[config.mk]
export PLATFORM = sky130hd
export DESIGN_NAME = at_command_line_parser_top
export DESIGN_NICKNAME = d
export VERILOG_FILES = /design/src/hw/rtl/atp_pkg.sv /design/src/hw/rtl/atp_step.sv /design/src/hw/rtl/at_command_line_parser_top.sv
export SDC_FILE = /design/constraint.sdc
export NUM_CORES = 1
export LEC_CHECK = 0
export BUFFER_PORTS_ARGS = -buffer_cell sky130_fd_sc_hd__buf_2
export CAP_MARGIN = 20
export CORE_MARGIN = 5
export CORE_UTILIZATION = 50
export DETAILED_ROUTE_END_ITERATION = 6
export PLACE_DENSITY = 0.69
export SYNTH_ARGS = -nofsm -noshare
export SYNTH_HDL_FRONTEND = slang
export SYNTH_SLANG_ARGS = --single-unit
export TNS_END_PERCENT = 10
[constraint.sdc]
create_clock -name clk_i -period 4.7 [get_ports clk_i]
set_input_delay 0.705 -clock clk_i [delete_from_list [all_inputs] [get_ports clk_i]]
set_output_delay 0.705 -clock clk_i [all_outputs]
set_load 0.005 [all_outputs]
[src/hw/rtl/atp_pkg.sv]
// Shared types, character codes and limits of the AT command line parser.
`default_nettype none

package atp_pkg;

  // Limits of the command line format.
  localparam int unsigned NAME_LIMIT = 16;
  localparam int unsigned MAX_PARAMS = 16;
  localparam int unsigned INT_DIGITS = 7;

  // Counter widths that follow from the limits.
  localparam int unsigned NL_W = $clog2(NAME_LIMIT);
  localparam int unsigned PT_W = $clog2(MAX_PARAMS + 1);
  localparam int unsigned DC_W = $clog2(INT_DIGITS + 1);

  localparam int unsigned ACC_W = 24;
  localparam int unsigned IDX_W = 4;

  // Character codes.
  localparam logic [7:0] CH_NUL   = 8'h00;
  localparam logic [7:0] CH_CR    = 8'h0d;
  localparam logic [7:0] CH_QUOTE = 8'h22;
  localparam logic [7:0] CH_PLUS  = 8'h2b;
  localparam logic [7:0] CH_COMMA = 8'h2c;
  localparam logic [7:0] CH_ZERO  = 8'h30;
  localparam logic [7:0] CH_NINE  = 8'h39;
  localparam logic [7:0] CH_EQ    = 8'h3d;
  localparam logic [7:0] CH_A     = 8'h41;
  localparam logic [7:0] CH_T     = 8'h54;
  localparam logic [7:0] CH_Z     = 8'h5a;

  // Parser states.
  typedef enum logic [3:0] {
    ST_INIT       = 4'd0,
    ST_GOT_A      = 4'd1,
    ST_GOT_T      = 4'd2,
    ST_NAME       = 4'd3,
    ST_PARAM      = 4'd4,
    ST_STRING     = 4'd5,
    ST_STRING_END = 4'd6,
    ST_INT        = 4'd7,
    ST_IDLE       = 4'd8
  } atp_state_e;

  // Verdict codes of a result.
  typedef enum logic [1:0] {
    V_BUSY  = 2'd0,
    V_DONE  = 2'd1,
    V_ERROR = 2'd2,
    V_IDLE  = 2'd3
  } atp_verdict_e;

  // Input request payload.
  typedef struct packed {
    logic [7:0] data_byte;
    logic       start_of_command;
  } atp_in_t;

  // Result payload.
  typedef struct packed {
    logic [1:0]       verdict;
    logic             name_char_valid;
    logic             param_start;
    logic             param_type;
    logic [IDX_W-1:0] param_index;
    logic             string_char_valid;
    logic             int_done;
    logic [ACC_W-1:0] int_value;
  } atp_out_t;

  // Parser context carried from one byte to the next.
  typedef struct packed {
    atp_state_e       parse_state;
    logic [NL_W-1:0]  name_length;
    logic [PT_W-1:0]  param_total;
    logic             last_type;
    logic [DC_W-1:0]  digit_count;
    logic [ACC_W-1:0] int_accumulator;
  } atp_ctx_t;

  localparam atp_ctx_t CTX_CLEAR = '{
    parse_state:     ST_INIT,
    name_length:     '0,
    param_total:     '0,
    last_type:       1'b0,
    digit_count:     '0,
    int_accumulator: '0
  };

endpackage

`default_nettype wire

[src/hw/rtl/atp_step.sv]
// Combinational parse of one byte against the current parser context.
`default_nettype none

module atp_step (
  input  atp_pkg::atp_in_t  req_i,
  input  atp_pkg::atp_ctx_t ctx_i,
  output atp_pkg::atp_ctx_t ctx_o,
  output atp_pkg::atp_out_t rsp_o
);
  import atp_pkg::*;

  localparam logic [NL_W-1:0] NAME_ERR_AT = NL_W'(NAME_LIMIT - 1);
  localparam logic [PT_W-1:0] PARAM_FULL  = PT_W'(MAX_PARAMS);
  localparam logic [DC_W-1:0] DIGIT_FULL  = DC_W'(INT_DIGITS);

  atp_ctx_t         cur;
  atp_ctx_t         nxt;
  logic [7:0]       c;
  logic             is_digit;
  logic             is_term;
  logic             is_letter;
  logic [3:0]       digit;
  logic [ACC_W-1:0] acc_step;
  logic [ACC_W-1:0] acc_first;
  logic [NL_W-1:0]  nl_inc;
  logic [PT_W-1:0]  pt_inc;
  logic [PT_W-1:0]  idx_full;
  atp_verdict_e     verdict;
  logic             name_ok;
  logic             pstart;
  logic             str_ok;
  logic             idone;
  logic [ACC_W-1:0] ival;

  // A restart drops the command in progress.
  assign cur = req_i.start_of_command ? CTX_CLEAR : ctx_i;

  // Character classes and the decimal step acc * 10 + digit.
  assign c         = req_i.data_byte;
  assign is_digit  = (c >= CH_ZERO) && (c <= CH_NINE);
  assign is_term   = (c == CH_CR) || (c == CH_NUL);
  assign is_letter = (c >= CH_A) && (c <= CH_Z);
  assign digit     = 4'(c - CH_ZERO);
  assign acc_step  = (cur.int_accumulator << 3) + (cur.int_accumulator << 1)
                   + ACC_W'(digit);
  assign acc_first = ACC_W'(digit);
  assign nl_inc    = cur.name_length + 1'b1;
  assign pt_inc    = cur.param_total + 1'b1;

  // State transitions and per-byte flags.
  always_comb begin
    nxt     = cur;
    verdict = V_BUSY;
    name_ok = 1'b0;
    pstart  = 1'b0;
    str_ok  = 1'b0;
    idone   = 1'b0;
    ival    = '0;
    unique case (cur.parse_state)
      ST_INIT: begin
        if (c == CH_A) nxt.parse_state = ST_GOT_A;
        else if (c == CH_PLUS) nxt.parse_state = ST_NAME;
        else verdict = V_ERROR;
      end
      ST_GOT_A: begin
        if (c == CH_T) nxt.parse_state = ST_GOT_T;
        else verdict = V_ERROR;
      end
      ST_GOT_T: begin
        if (c == CH_PLUS) nxt.parse_state = ST_NAME;
        else verdict = V_ERROR;
      end
      ST_NAME: begin
        if (is_letter) begin
          nxt.name_length = nl_inc;
          if (nl_inc >= NAME_ERR_AT) verdict = V_ERROR;
          else name_ok = 1'b1;
        end else if (c == CH_EQ) begin
          nxt.parse_state = ST_PARAM;
        end else if (is_term) begin
          verdict = V_DONE;
        end else begin
          verdict = V_ERROR;
        end
      end
      ST_PARAM: begin
        if (((c == CH_QUOTE) || is_digit) && (cur.param_total >= PARAM_FULL)) begin
          verdict = V_ERROR;
        end else if (c == CH_QUOTE) begin
          nxt.param_total = pt_inc;
          nxt.last_type   = 1'b1;
          pstart          = 1'b1;
          nxt.parse_state = ST_STRING;
        end else if (is_digit) begin
          nxt.param_total     = pt_inc;
          nxt.last_type       = 1'b0;
          pstart              = 1'b1;
          nxt.digit_count     = DC_W'(1);
          nxt.int_accumulator = acc_first;
          nxt.parse_state     = ST_INT;
        end else begin
          verdict = V_ERROR;
        end
      end
      ST_STRING: begin
        if (c == CH_QUOTE) nxt.parse_state = ST_STRING_END;
        else if (c == CH_NUL) verdict = V_ERROR;
        else str_ok = 1'b1;
      end
      ST_STRING_END: begin
        if (c == CH_COMMA) nxt.parse_state = ST_PARAM;
        else if (is_term) verdict = V_DONE;
        else verdict = V_ERROR;
      end
      ST_INT: begin
        if ((c == CH_COMMA) || is_term) begin
          idone = 1'b1;
          ival  = cur.int_accumulator;
          if (c == CH_COMMA) nxt.parse_state = ST_PARAM;
          else verdict = V_DONE;
        end else if (is_digit) begin
          // Digits past the limit are accepted but ignored.
          if (cur.digit_count < DIGIT_FULL) begin
            nxt.int_accumulator = acc_step;
            nxt.digit_count     = cur.digit_count + 1'b1;
          end
        end else begin
          verdict = V_ERROR;
        end
      end
      default: begin
        verdict = V_IDLE;
      end
    endcase
    if ((verdict == V_DONE) || (verdict == V_ERROR)) nxt.parse_state = ST_IDLE;
  end

  assign ctx_o    = nxt;
  assign idx_full = nxt.param_total - 1'b1;

  // Result fields; parameter type and index read zero before any parameter.
  always_comb begin
    rsp_o                   = '0;
    rsp_o.verdict           = verdict;
    rsp_o.name_char_valid   = name_ok;
    rsp_o.param_start       = pstart;
    rsp_o.string_char_valid = str_ok;
    rsp_o.int_done          = idone;
    rsp_o.int_value         = ival;
    if ((verdict != V_IDLE) && (nxt.param_total != '0)) begin
      rsp_o.param_type  = nxt.last_type;
      rsp_o.param_index = IDX_W'(idx_full);
    end
  end

endmodule

`default_nettype wire

[src/hw/rtl/at_command_line_parser_top.sv]
// Top level of the AT command line parser: input register, context and result register.
// Path: a byte waits in the input register, is parsed against the fed-back context and
// its result is written to the result register, which drives out_valid_o.
// Throughput: one byte per cycle while out_ready_i does not stall the result register.
// Reset: rst_ni clears both stages and sets the parser to wait for 'A' or '+'.
`default_nettype none

module at_command_line_parser_top (
  input  wire                clk_i,
  input  wire                rst_ni,
  input  wire                in_valid_i,
  output logic               in_ready_o,
  input  atp_pkg::atp_in_t   in_req_i,
  output logic               out_valid_o,
  input  wire                out_ready_i,
  output atp_pkg::atp_out_t  out_rsp_o
);
  import atp_pkg::*;

  logic     in_valid_q;
  atp_in_t  in_q;
  atp_ctx_t ctx_q;
  atp_ctx_t ctx_d;
  logic     out_valid_q;
  atp_out_t out_q;
  atp_out_t step_rsp;
  logic     step_go;

  // A buffered request moves on when the result register is free or draining.
  assign step_go    = in_valid_q && (!out_valid_q || out_ready_i);
  assign in_ready_o = !in_valid_q || step_go;

  // Input register.
  always_ff @(posedge clk_i or negedge rst_ni) begin
    if (!rst_ni) begin
      in_valid_q <= 1'b0;
    end else if (in_ready_o) begin
      in_valid_q <= in_valid_i;
    end
  end

  always_ff @(posedge clk_i) begin
    if (in_ready_o && in_valid_i) begin
      in_q <= in_req_i;
    end
  end

  atp_step u_step (
    .req_i (in_q),
    .ctx_i (ctx_q),
    .ctx_o (ctx_d),
    .rsp_o (step_rsp)
  );

  // Parser context advances once per processed request.
  always_ff @(posedge clk_i or negedge rst_ni) begin
    if (!rst_ni) begin
      ctx_q <= CTX_CLEAR;
    end else if (step_go) begin
      ctx_q <= ctx_d;
    end
  end

  // Result register.
  always_ff @(posedge clk_i or negedge rst_ni) begin
    if (!rst_ni) begin
      out_valid_q <= 1'b0;
    end else if (step_go) begin
      out_valid_q <= 1'b1;
    end else if (out_ready_i) begin
      out_valid_q <= 1'b0;
    end
  end

  always_ff @(posedge clk_i) begin
    if (step_go) begin
      out_q <= step_rsp;
    end
  end

  assign out_valid_o = out_valid_q;
  assign out_rsp_o   = out_q;

  // A finished or failed command leaves the parser idle.
  a_end_to_idle: assert property (@(posedge clk_i) disable iff (!rst_ni)
    step_go && (step_rsp.verdict == V_DONE || step_rsp.verdict == V_ERROR)
    |=> ctx_q.parse_state == ST_IDLE)
    else $error("parser not idle after end of command");

  // An idle verdict carries no flags.
  a_idle_quiet: assert property (@(posedge clk_i) disable iff (!rst_ni)
    out_valid_q && (out_q.verdict == V_IDLE)
    |-> !out_q.name_char_valid && !out_q.param_start && !out_q.string_char_valid
        && !out_q.int_done && (out_q.param_index == '0))
    else $error("idle result carries flags");

  // An ended integer never comes with an error or idle verdict.
  a_int_verdict: assert property (@(posedge clk_i) disable iff (!rst_ni)
    out_valid_q && out_q.int_done
    |-> (out_q.verdict == V_BUSY) || (out_q.verdict == V_DONE))
    else $error("integer ended on a failing byte");

  // The parameter count never passes its limit.
  a_param_limit: assert property (@(posedge clk_i) disable iff (!rst_ni)
    ctx_q.param_total <= PT_W'(MAX_PARAMS))
    else $error("parameter count past limit");

  // Without a stall, a processed request is offered the next cycle.
  a_result_follows: assert property (@(posedge clk_i) disable iff (!rst_ni)
    step_go |=> out_valid_q)
    else $error("result lost after processing");

endmodule

`default_nettype wire
Word level (Yosys, flattened, before mapping)
Index checks and enable logic that the tools add are counted.
- memories kept: 0
- bits in registers: 87
- RAM bits: 0
- bits of input ports: 13
- bits in latches: 0
- word-level logic and storage cells: 121
- bits in read-only memories: 0
- output and inout bits: 37
- div/mod/pow operators: 0
- bitwise logic cells: 2
- multiplexer cells: 48
- $add $sub $neg: 7
- shift operators: 0
- equality and inequality tests: 17
- order comparisons: 7
- reductions and logical operators: 22
- $mul: 0
- operators by type and width (kind ; number):
    $mux 27 ; 4
    $mux 33 ; 2
    $mux 4 ; 14
    $pmux 27 s2 ; 1
    $mux 41 ; 1
    $eq 8x6->1 const B ; 4
    $pmux 4 s8 ; 1
    $mux 2 ; 14
    $add 24x24->24 ; 1
    $add 24x4->24 ; 1
    $eq 4x3->1 const B ; 4
    $eq 8x7->1 const B ; 2
    $pmux 2 s8 ; 1
    $mux 6 ; 2
    $eq 4x2->1 const B ; 2
    $eq 8x4->1 const B ; 1
    $ge 8x6->1 const B ; 1
    $ge 8x7->1 const B ; 1
    $le 8x6->1 const B ; 1
    $le 8x7->1 const B ; 1
    $logic_not 8->1 ; 1
    $mux 1 ; 8
    $sub 4x1->4 const B ; 2
    $logic_and 1x1->1 ; 6
    other kinds (18) ; 27

Logic depth before layout (Yosys ltp)
Gate-level depths: netlist of the first run.
- depth after elaboration: 9
- depth in mapped cells: 15

Hierarchy
From an unflattened synthesis of the first run, not the netlist that was laid out.
- cell total of the unflattened synthesis: 638
- area total of the unflattened synthesis: 6289.8 um2
- modules (own cells, without submodules) (module ; instances ; sequential area each (um2) ; area an instance (um2) ; cells each):
    atp_step ; 1 ; 0.0 ; 3184.3 ; 499
    at_command_line_parser_top ; 1 ; 2397.3 ; 3105.5 ; 139

Worst setup path after synthesis of the first run
Ideal clock, no wire load.
- path kind: register to register
- start point: register in_q[0] (netlist name)
- end point: register ctx_q[20] (netlist name)
- period minus slack after synthesis: 3.861 ns
- arrival: 3.740 ns
- path slack: 0.839 ns
- stages on the path, launching flop included: 15
- buffers on the path: 5
- cell sequence: edfxtp_1 > buf_2 > buf_2 > clkbuf_1 > clkbuf_1 > clkbuf_1 > nor2b_1 > ha_1 > fa_1 > a211oi_1 > o21ai_0 > nand3_1 > a21oi_1 > or4_1 > a32o_1
- RTL lines (element ; line ; RTL):
    from (decl) ; at_command_line_parser_top.sv:21 ; atp_in_t in_q;
    from (signal assigned) ; at_command_line_parser_top.sv:44 ; in_q <= in_req_i;
    to (signal assigned) ; at_command_line_parser_top.sv:60 ; ctx_q <= ctx_d;
    to (decl) ; at_command_line_parser_top.sv:22 ; atp_ctx_t ctx_q;

Worst setup path after layout of the first run
- start point: register in_q[0] (netlist name)
- end point: register ctx_q[20] (netlist name)
- cells in the longest elaborated chain, start to end: 7
- elaborated cells between the ends (all ways): 15
- ends and longest elaborated chain (element ; line ; RTL):
    $mux 41 * ; atp_step.sv:36 ; assign cur = req_i.start_of_command ? CTX_CLEAR : ctx_i;
    $add 24x24->24 ; atp_step.sv:44 ; assign acc_step = (cur.int_accumulator << 3) + (cur.int_accumulator << 1)
    $add 24x4->24 ; atp_step.sv:45 ; + ACC_W'(digit);
    $mux 27 ; atp_step.sv:123 ; if (cur.digit_count < DIGIT_FULL) begin
    $mux 27 ; atp_step.sv:121 ; end else if (is_digit) begin
    $mux 27 ; atp_step.sv:116 ; if ((c == CH_COMMA) || is_term) begin
    $pmux 27 s2 * ; atp_step.sv:59 ; unique case (cur.parse_state)
Every way passes the cells marked *; elsewhere a longest branch is shown, timed or not.
A chain may end at the register's enable or synchronous reset.

==> results.py, run 1 <==
metrics = {
    "floorplan": {
        "start_util_pct": 51.0,
        "io_pins": 50,
        "die_y_um": 118,
        "core_um2": 11400,
        "die-area_um2": 13900,
        "die_w_um": 118,
        "placementRows": 39,
    },
    "global_route": {
        "met3_usage_pct": 3.17,
        "grt_busiest_layer": "met2",
        "grt-ovfl-total": 0,
        "use_met2_pct": 31.9,
        "grt_pass1_vias": 4584,
        "grt_max_degree": 49,
        "grt_pass1_wl_um": 23100,
        "antenna_found_initial": 0,
        "grtUsageMet1_pct": 27.7,
        "grt_usage_pct": 20.2,
    },
    "yosys": {
        "seq_area_frac_synth_pct": 41.2,
        "synth.avg_cell_area_um2": 9.75,
        "yosys_warnings": 0,
        "yosysUniqueCellTypes": 76,
        "synth_edf_count": 44,
        "synth-async-reset-ratio_pct": 49.4,
        "syn-cell-area_um2": 5820,
        "synth_nets": 660,
        "ys.flop_type": "edfxtp_1",
        "ys_seq_elements": 87,
        "synth_cells": 597,
    },
    "cts": {
        "cts_resized": 0,
        "worstSkewPairLatency_ps": 350,
        "cts_setup_buffers": 0,
        "cts.path.max_buffers": 2,
        "ctsHoldBuffers": 0,
        "root_buffer": "clkbuf_16",
        "path_clk_slew_ps": 60,
        "htreeDepth": 3,
        "numCtsBuffers": 9,
        "cts_tree": "built",
        "clkSinkCount": 87,
    },
    "power": {
        "power.total_mw": 1.75,
        "power_density_nw_per_um2": 270,
        "p_leak_nw": 2.90,
        "peakVddDrop_mv": 0.257,
    },
    "cells_and_area": {
        "antennaDiodeCount": 0,
        "fin_util_pct": 56.8,
        "multi_input_area_um2": 3270,
        "drive_gt1_share_pct": 12.4,
        "design_area_um2": 6480,
        "finalNonFillerCells": 788,
        "regArea_um2": 2400,
        "nets": 703,
        "area_growth_pct": 11.3,
        "fill_cells": 1004,
    },
    "detailed_routing": {
        "dr.pass1.iters": 7,
        "drt_drc_violations_left": 0,
        "drt-total-wl_um": 13800,
        "wire_per_inst_um": 17.5,
        "avgViaCountPerCell": 6.07,
        "drtIter0Drc": 361,
        "ant_nets": 0,
        "vias": 4783,
    },
    "critical_path": {
        "setup.worst_path.end_class": "flop",
        "cp_slowest_cell": "edfxtp_1",
        "crit_fanout": 16,
        "critPathKind": "reg -> reg",
        "cpPeakStageDelay_ps": 640,
        "arrival_ps": 3950,
        "worstPathRequired_ps": 4940,
        "worst_setup_path_start_kind": "flop",
        "crit_chain": "nor2b_1, xor2_1, ha_1, fa_1, a211oi_1, o21ai_0, nand3_1, a21oi_1, or4_1, a32o_1",
    },
    "timing": {
        "fin_tns_setup_ps": 0,
        "rsz0062_at_grt": "false",
        "fin_crit_ps": 3710,
        "period_share_pct": 79.0,
        "worstMarginPinSlew_ps": 950,
        "max_freq_mhz": 269,
        "hold_slack_ps": 307,
        "drv_slew": 0,
        "slew_headroom_pct": 36.5,
        "hold_violations": 0,
        "fin_skew_ps": 8.06,
        "setup_slack_ps": 987,
        "setup_violations": 0,
    },
    "placement": {
        "place_inst": 771,
        "placed_cell_area_um2": 6170,
        "io_buffers": 49,
        "dpl_worst_slack_ps": 1040,
        "place_congestion": 0.889,
        "hpwl_um": 9840,
    },
    "job": {
        "cap_viol_max_count": 0,
    },
    "status": {
        "status": "complete, no violations",
    },
    "min_path": {
        "hold_class": "in -> async",
    },
}
-- flip-flops by register name, indices dropped and copies added, names as in the netlist --
| register | count |
|---|---|
| ctx_q | 41 |
| in_q | 9 |
| out_rsp_o | 35 |
| out_valid_o | 1 |
| in_valid_q | 1 |
-- kinds of logic after synthesis --
family,count (synthesis),share of synthesized area (%)
xor gates and xnor gates,21,3.16
buffers and inverters,34,2.58
DFF,87,41.2
AOI/OAI and AO/OA,156,17.9
adders and majority gates,50,10.9
muxes,5,0.881
and+or+nand+nor,244,23.4
-- power breakdown --
group	total (mW)	internal (mW)	switching, mW
Sequential	0.872	0.839	0.0323
Clock	0.712	0.421	0.291
Combinational	0.164	0.0581	0.106
Total	1.75	1.32	0.430
-- synth_stat cells (all sizes together), types with 3 or more instances --
library cell,count,area share (%)
nor3,15,1.6
clkbuf,15,0.97
mux2i,4,0.69
a32oi,4,0.60
ha,49,11
and2,31,3.3
edfxtp,44,23
o21ai,45,3.9
a22oi,5,0.82
inv,12,0.77
xor2,9,1.4
buf,7,0.84
nand3b,3,0.39
dfrtp,43,18
xnor2,12,1.8
nor2b,41,4.4
a211oi,5,0.64
a32o,4,0.69
a31oi,8,0.86
nand2,50,3.2
or3,3,0.32
o21a,4,0.52
a21oi,28,2.5
nand2b,13,1.4
and3,12,1.3
a22o,3,0.45
a21o,10,1.3
nor2,28,1.8
nand3,20,1.7
or4,3,0.39
o31ai,6,0.77
o211ai,5,0.64
o21bai,5,0.64
a21boi,4,0.52
nand4,7,0.75
-- placed cells by master (no fill, tap or decap), drive strengths merged, types with 15 or more instances in the layout --
cell	instances
a21oi	28
and2	31
buf	54
dfrtp	43
edfxtp	44
ha	49
nand2	50
nand3	20
nor2	28
nor2b	41
nor3	15
o21ai	45
-- cell type report --
cell class / instances / area share, %
Multi-Input combinational cell: 476 / 50.5
Sequential cell: 87 / 37.0
Timing Repair Buffer: 54 / 4.56
Clock buffer: 11 / 3.75
Tap cell: 143 / 2.76
Clock inverter: 5 / 0.734
Inverter: 12 / 0.695
-- layer usage --
metal	up-vias	routed length, um
li1	2316	-
met1	2325	6480
met2	127	6520
met3	15	574
met4	0	229
met5	-	0
-- final timing paths --
check / end / slack, ps / cells past startpoint / start
setup / recovery: ctx_q[20] / 990 / 10 / in_q[0]
hold / removal: ctx_q[35] / 310 / 1 / rst_ni
setup reg to reg: ctx_q[20] / 990 / 10 / in_q[0]
hold reg to reg: ctx_q[4] / 480 / 2 / ctx_q[4]
max in group asynchronous: ctx_q[14] / 3870 / 2 / rst_ni
min in group clk_i: ctx_q[4] / 480 / 2 / ctx_q[4]
-- worst max-delay path, delay by kind of cell, from the launching register on --
family | cells | cell delay (ps)
DFF | 1 | 640
xor gates and xnor gates | 1 | 200
adders and majority gates | 2 | 760
AOI/OAI and AO/OA | 4 | 890
and+or+nand+nor | 3 | 1110
Note: power is estimated with default switching activity, not from simulation.
==> run 2: changes to the inputs <==
--- a/config.mk
+++ b/config.mk
@@ -10,7 +10,7 @@
 export CORE_MARGIN = 5
 export CORE_UTILIZATION = 50
 export DETAILED_ROUTE_END_ITERATION = 6
-export PLACE_DENSITY = 0.69
+export PLACE_DENSITY = 0.71
 export SYNTH_ARGS = -nofsm -noshare
 export SYNTH_HDL_FRONTEND = slang
 export SYNTH_SLANG_ARGS = --single-unit
==> constraint.sdc (replaced) <==
create_clock -name clk_i -period 3.35 [get_ports clk_i]
set_input_delay 0.5025 -clock clk_i [delete_from_list [all_inputs] [get_ports clk_i]]
set_output_delay 0.5025 -clock clk_i [all_outputs]
set_load 0.005 [all_outputs]
==> run 2 against run 1 <==
- die area did not move
- sequential share of layout area is 1.1 points lower
- flip-flop and latch count unchanged
==> results.py, run 2 (synthesis results as in run 1) <==
metrics = {
    "status": {
        "status": "complete, no violations",
    },
    "critical_path": {
        "crit_fanout": 6,
        "worst_setup_path_start_kind": "flop",
        "setup.worst_path.end_class": "flop",
        "worstPathRequired_ps": 3590,
        "critPathKind": "reg -> reg",
        "arrival_ps": 3430,
    },
    "timing": {
        "setup_violations": 0,
        "fin_skew_ps": 14.2,
        "period_share_pct": 95.2,
        "fin_tns_setup_ps": 0,
        "rsz0062_at_grt": "false",
        "setup_slack_ps": 161,
        "fin_crit_ps": 3190,
        "worstMarginPinSlew_ps": 615,
        "hold_violations": 0,
        "slew_headroom_pct": 59.0,
        "max_freq_mhz": 314,
        "drv_slew": 0,
        "hold_slack_ps": 84.4,
    },
    "cells_and_area": {
        "area_growth_pct": 14.6,
        "fill_cells": 999,
        "top_register": "ctx_q",
        "final_common_cell": "nand2_1",
        "drive_gt1_share_pct": 16.9,
        "largest_reg_flops": 41,
        "mostFrequentLayoutCells": "50 x nand2_1, 49 x buf_2, 48 x ha_1, 44 x edfxtp_1",
        "antennaDiodeCount": 0,
        "nets": 721,
    },
    "floorplan": {
        "core_um2": 11400,
        "placementRows": 39,
        "start_util_pct": 51.0,
        "die_w_um": 118,
        "die-area_um2": 13900,
        "die_y_um": 118,
        "io_pins": 50,
    },
    "detailed_routing": {
        "wire_per_inst_um": 17.2,
        "drt_drc_violations_left": 0,
        "ant_nets": 0,
        "drtIter0Drc": 242,
        "drt-total-wl_um": 13900,
        "dr.pass1.iters": 5,
        "vias": 4828,
        "avgViaCountPerCell": 5.99,
    },
    "power": {
        "pwr-share-comb_pct": 10.3,
        "power.total_mw": 2.43,
        "internal_power_mw": 1.80,
        "switchingPower_mw": 0.627,
        "swShare_pct": 25.9,
        "p_clk_share_pct": 39.6,
        "p_leak_nw": 2.98,
        "power_density_nw_per_um2": 364,
        "seqPwrFrac_pct": 50.1,
        "peakVddDrop_mv": 0.354,
    },
    "global_route": {
        "grt_pass1_wl_um": 23500,
        "grt_max_degree": 49,
        "grt_pass1_vias": 4796,
        "grt_usage_pct": 20.2,
        "grt-ovfl-total": 0,
        "antenna_found_initial": 0,
    },
    "cts": {
        "htreeDepth": 3,
        "worstSkewPairLatency_ps": 350,
        "numCtsBuffers": 9,
        "cts_tree": "built",
        "root_buffer": "clkbuf_16",
        "path_clk_slew_ps": 70,
        "cts.path.max_buffers": 2,
        "clkSinkCount": 87,
    },
    "placement": {
        "io_buffers": 49,
        "dpl_worst_slack_ps": 167,
        "place_congestion": 0.945,
        "hpwl_um": 10300,
    },
    "min_path": {
        "hold_class": "in -> async",
    },
    "job": {
        "cap_viol_max_count": 0,
    },
}
run 2: cell count changes in the layout (fill, tap and decap cells not counted), sizes merged:
cell	before	now
bufinv	1	0
clkinvlp	0	2
clkinv	4	3
buf	54	72
run 2: worst max-delay path: stages (launching register included):
cell	delay (ps)
edfxtp_1	520
nor2b_2	200
ha_1	250
ha_1	260
fa_2	440
a211oi_2	260
o21ai_1	140
nand3_1	180
a21oi_1	100
or4_1	470
a32o_1	250
run 2: layout make-up:
class	instances	area, um^2	area share, %
Sequential cell	87	2400	35.9
Clock buffer	11	243	3.64
Multi-Input combinational cell	476	3320	49.8
Tap cell	143	179	2.68
Timing Repair Buffer	72	443	6.64
Inverter	12	45.0	0.675
Clock inverter	5	41.3	0.619
run 2: repair_timing:
action                     4_1_cts  5_1_grt
setup buffers                    0        1
setup endpoints to repair        0        4
gates resized for setup          0        5
hold buffers                     0        0
run 2: per-stage QoR:
stage | std cells | utilization (%) | cell area (um^2)
2_1_floorplan | 597 | - | 5880
3_3_place_gp | 788 | 55.6 | 6350
3_5_place_dp | 788 | 55.6 | 6350
4_1_cts | 804 | 58.1 | 6630
5_1_grt | 806 | 58.4 | 6670
6_report | 806 | 58.4 | 6670
run 2: metal layers:
layer	GRT usage [%]	routed length [um]	vias to the layer above
met5	0	0	-
met2	32.5	6430	130
li1	-	-	2339
met4	5.52	182	0
met3	3.75	726	17
met1	28.0	6530	2342
run 2: path summary, 6_finish.rpt:
kind / slack, ps / startpoint / cells after the start / endpoint
worst max-delay path: 160 / in_q[0] / 10 / ctx_q[20]
worst min-delay path: 80 / rst_ni / 1 / ctx_q[7]
worst max register to register: 160 / in_q[0] / 10 / ctx_q[20]
worst min register to register: 490 / ctx_q[6] / 2 / ctx_q[6]
max in group asynchronous: 2760 / rst_ni / 2 / ctx_q[30]
min in group clk_i: 330 / in_req_i[8] / 1 / in_q[8]
run 2: power by group through the flow:
stage / combinational (mW) / sequential, mW / clock, mW
2_1_floorplan: 0.148 / 1.23 / 0
3_3_place_gp: 0.240 / 1.23 / 0
3_5_place_dp: 0.248 / 1.24 / 0
4_1_cts: 0.249 / 1.22 / 0.976
5_1_grt: 0.276 / 1.22 / 1.03
6_report: 0.251 / 1.21 / 0.960
==> run 3: changes to the inputs <==
--- a/config.mk
+++ b/config.mk
@@ -11,6 +11,7 @@
 export CORE_UTILIZATION = 50
 export DETAILED_ROUTE_END_ITERATION = 6
 export PLACE_DENSITY = 0.71
+export SETUP_SLACK_MARGIN = 0.4
 export SYNTH_ARGS = -nofsm -noshare
 export SYNTH_HDL_FRONTEND = slang
 export SYNTH_SLANG_ARGS = --single-unit
==> run 3 against run 2 <==
- maximum frequency increased by 6.9%
- routed wire length increased by 2.6%
- combinational power increased by 2%
- setup slack improved by 210 ps
- global-route usage increased by 0.35 points
- clock skew decreased by 8.2 ps
- flip-flop and latch count unchanged
- core utilization increased by 1.4 points
- largest power group unchanged
==> results.py, run 3 (synthesis results as in run 1) <==
metrics = {
    "cells_and_area": {
        "regArea_um2": 2400,
        "drive_gt1_share_pct": 20.7,
        "mostFrequentLayoutCells": "49 x nand2_1, 49 x buf_2, 44 x edfxtp_1, 43 x dfrtp_1, 40 x ha_1",
        "fin_util_pct": 59.9,
        "top_register": "ctx_q",
        "multi_input_area_um2": 3520,
        "antennaDiodeCount": 0,
        "nets": 719,
        "fill_cells": 956,
        "area_growth_pct": 17.5,
        "largest_reg_flops": 41,
    },
    "detailed_routing": {
        "ant_nets": 0,
        "drt-total-wl_um": 14200,
        "wire_per_inst_um": 17.7,
        "dr.pass1.iters": 5,
        "avgViaCountPerCell": 5.99,
        "drtIter0Drc": 428,
        "maxUsedRoutingLayer": "met4",
        "wl_met1_um": 6440,
        "wl_met3_um": 770,
        "vias": 4818,
        "routed-wl-met2_um": 6770,
        "drt_drc_violations_left": 0,
    },
    "floorplan": {
        "core_um2": 11400,
        "die_w_um": 118,
        "die-area_um2": 13900,
        "die_y_um": 118,
        "io_pins": 50,
        "placementRows": 39,
        "start_util_pct": 51.0,
    },
    "timing": {
        "max_freq_mhz": 335,
        "fin_tns_setup_ps": 0,
        "slew_headroom_pct": 48.2,
        "fin_skew_ps": 6.00,
        "fin_crit_ps": 2980,
        "period_share_pct": 89.0,
        "drv_slew": 0,
        "worstMarginPinSlew_ps": 777,
        "rsz0062_at_grt": "true",
        "setup_violations": 0,
        "hold_violations": 0,
    },
    "cts": {
        "cts_tree": "built",
        "path_clk_slew_ps": 60,
        "cts.path.max_buffers": 2,
        "numCtsBuffers": 9,
        "worstSkewPairLatency_ps": 350,
        "root_buffer": "clkbuf_16",
        "clkSinkCount": 87,
        "ctsHoldBuffers": 0,
        "htreeDepth": 3,
    },
    "global_route": {
        "grt_usage_pct": 20.6,
        "antenna_found_initial": 0,
        "grt_pass1_wl_um": 23700,
        "grt_max_degree": 49,
        "grt-ovfl-total": 0,
        "grt_pass1_vias": 4759,
    },
    "critical_path": {
        "cp_top_family": "compound AO/OA/AOI/OAI gates",
        "worstPathRequired_ps": 3580,
        "critPathKind": "reg -> reg",
        "crit_chain": "buf_8, nor2b_1, ha_1, ha_1, a2111oi_4, o21ai_2, nand3_2, a21oi_1, or4_1, a32o_1",
        "cpPeakStageDelay_ps": 510,
        "crit_top_cell": "ha_1",
        "arrival_ps": 3220,
        "crit_fanout": 13,
        "setup.worst_path.end_class": "flop",
        "worst_setup_path_start_kind": "flop",
        "path_buf_inv": 1,
        "cp_slowest_cell": "edfxtp_1",
    },
    "power": {
        "peakVddDrop_mv": 0.360,
        "p_leak_nw": 2.99,
        "power_density_nw_per_um2": 351,
    },
    "placement": {
        "place_congestion": 0.896,
        "io_buffers": 49,
        "hpwl_um": 10200,
    },
    "min_path": {
        "hold_class": "in -> async",
    },
    "status": {
        "status": "complete, no violations",
    },
    "job": {
        "cap_viol_max_count": 0,
    },
}
[run 3: cell count changes in the layout (fill, tap and decap cells not counted), sizes merged]
| cell | delta |
|---|---|
| buf | -2 |
| clkbuf | -1 |
| clkinv | +1 |
[run 3: report_power, final]
| part | leakage, nW | internal, mW | total, mW | switching, mW |
|---|---|---|---|---|
| clock | 0.130 | 0.517 | 0.925 | 0.408 |
| sequential | 1.03 | 1.18 | 1.22 | 0.0444 |
| combinational | 1.83 | 0.0942 | 0.255 | 0.161 |
| total | 2.99 | 1.79 | 2.40 | 0.614 |
[run 3: cell type report]
type	count	area share (%)
flip-flops and latches	87	35.1
repair buffers	70	6.18
multi-input cells	476	51.5
clock inverters	6	0.531
well taps	143	2.62
inverters	12	0.659
clock buffers	10	3.49
[run 3: timing repair]
| action | CTS | global route |
|---|---|---|
| endpoints found under the setup margin | 9 | 25 |
| pin swaps | 1 | 4 |
| setup buffers | 0 | 3 |
| gates resized for setup | 11 | 33 |
[run 3: per-layer routing]
layer / vias to the layer above / global-route usage (%)
met1: 2320 / 27.7
met5: - / 0
met2: 138 / 33.2
li1: 2341 / -
met3: 19 / 3.17
met4: 0 / 7.96
[run 3: stage by stage]
stage | hold slack, ps | instance area [um^2] | power, mW | std cells | worst slack (ps)
4_1_cts | 265 | 6670 | 2.40 | 801 | 344
3_5_place_dp | 471 | 6360 | 1.48 | 785 | 280
6_report | 234 | 6840 | 2.40 | 804 | 368
3_3_place_gp | 466 | 6360 | 1.47 | 785 | 382
5_1_grt | 313 | 6840 | 2.50 | 804 | 250
2_1_floorplan | 207 | 5990 | 1.38 | 597 | 179
[run 3: worst paths after layout]
path	endpoint	start	depth (start not counted)	slack (ps)
max in group asynchronous	ctx_q[5]	rst_ni	2	2420
min in group clk_i	in_q[7]	in_req_i[7]	1	330
worst min register to register	ctx_q[1]	ctx_q[1]	2	490
worst min-delay path	ctx_q[33]	rst_ni	1	230
worst max-delay path	ctx_q[20]	in_q[0]	10	370
worst max register to register	ctx_q[20]	in_q[0]	10	370
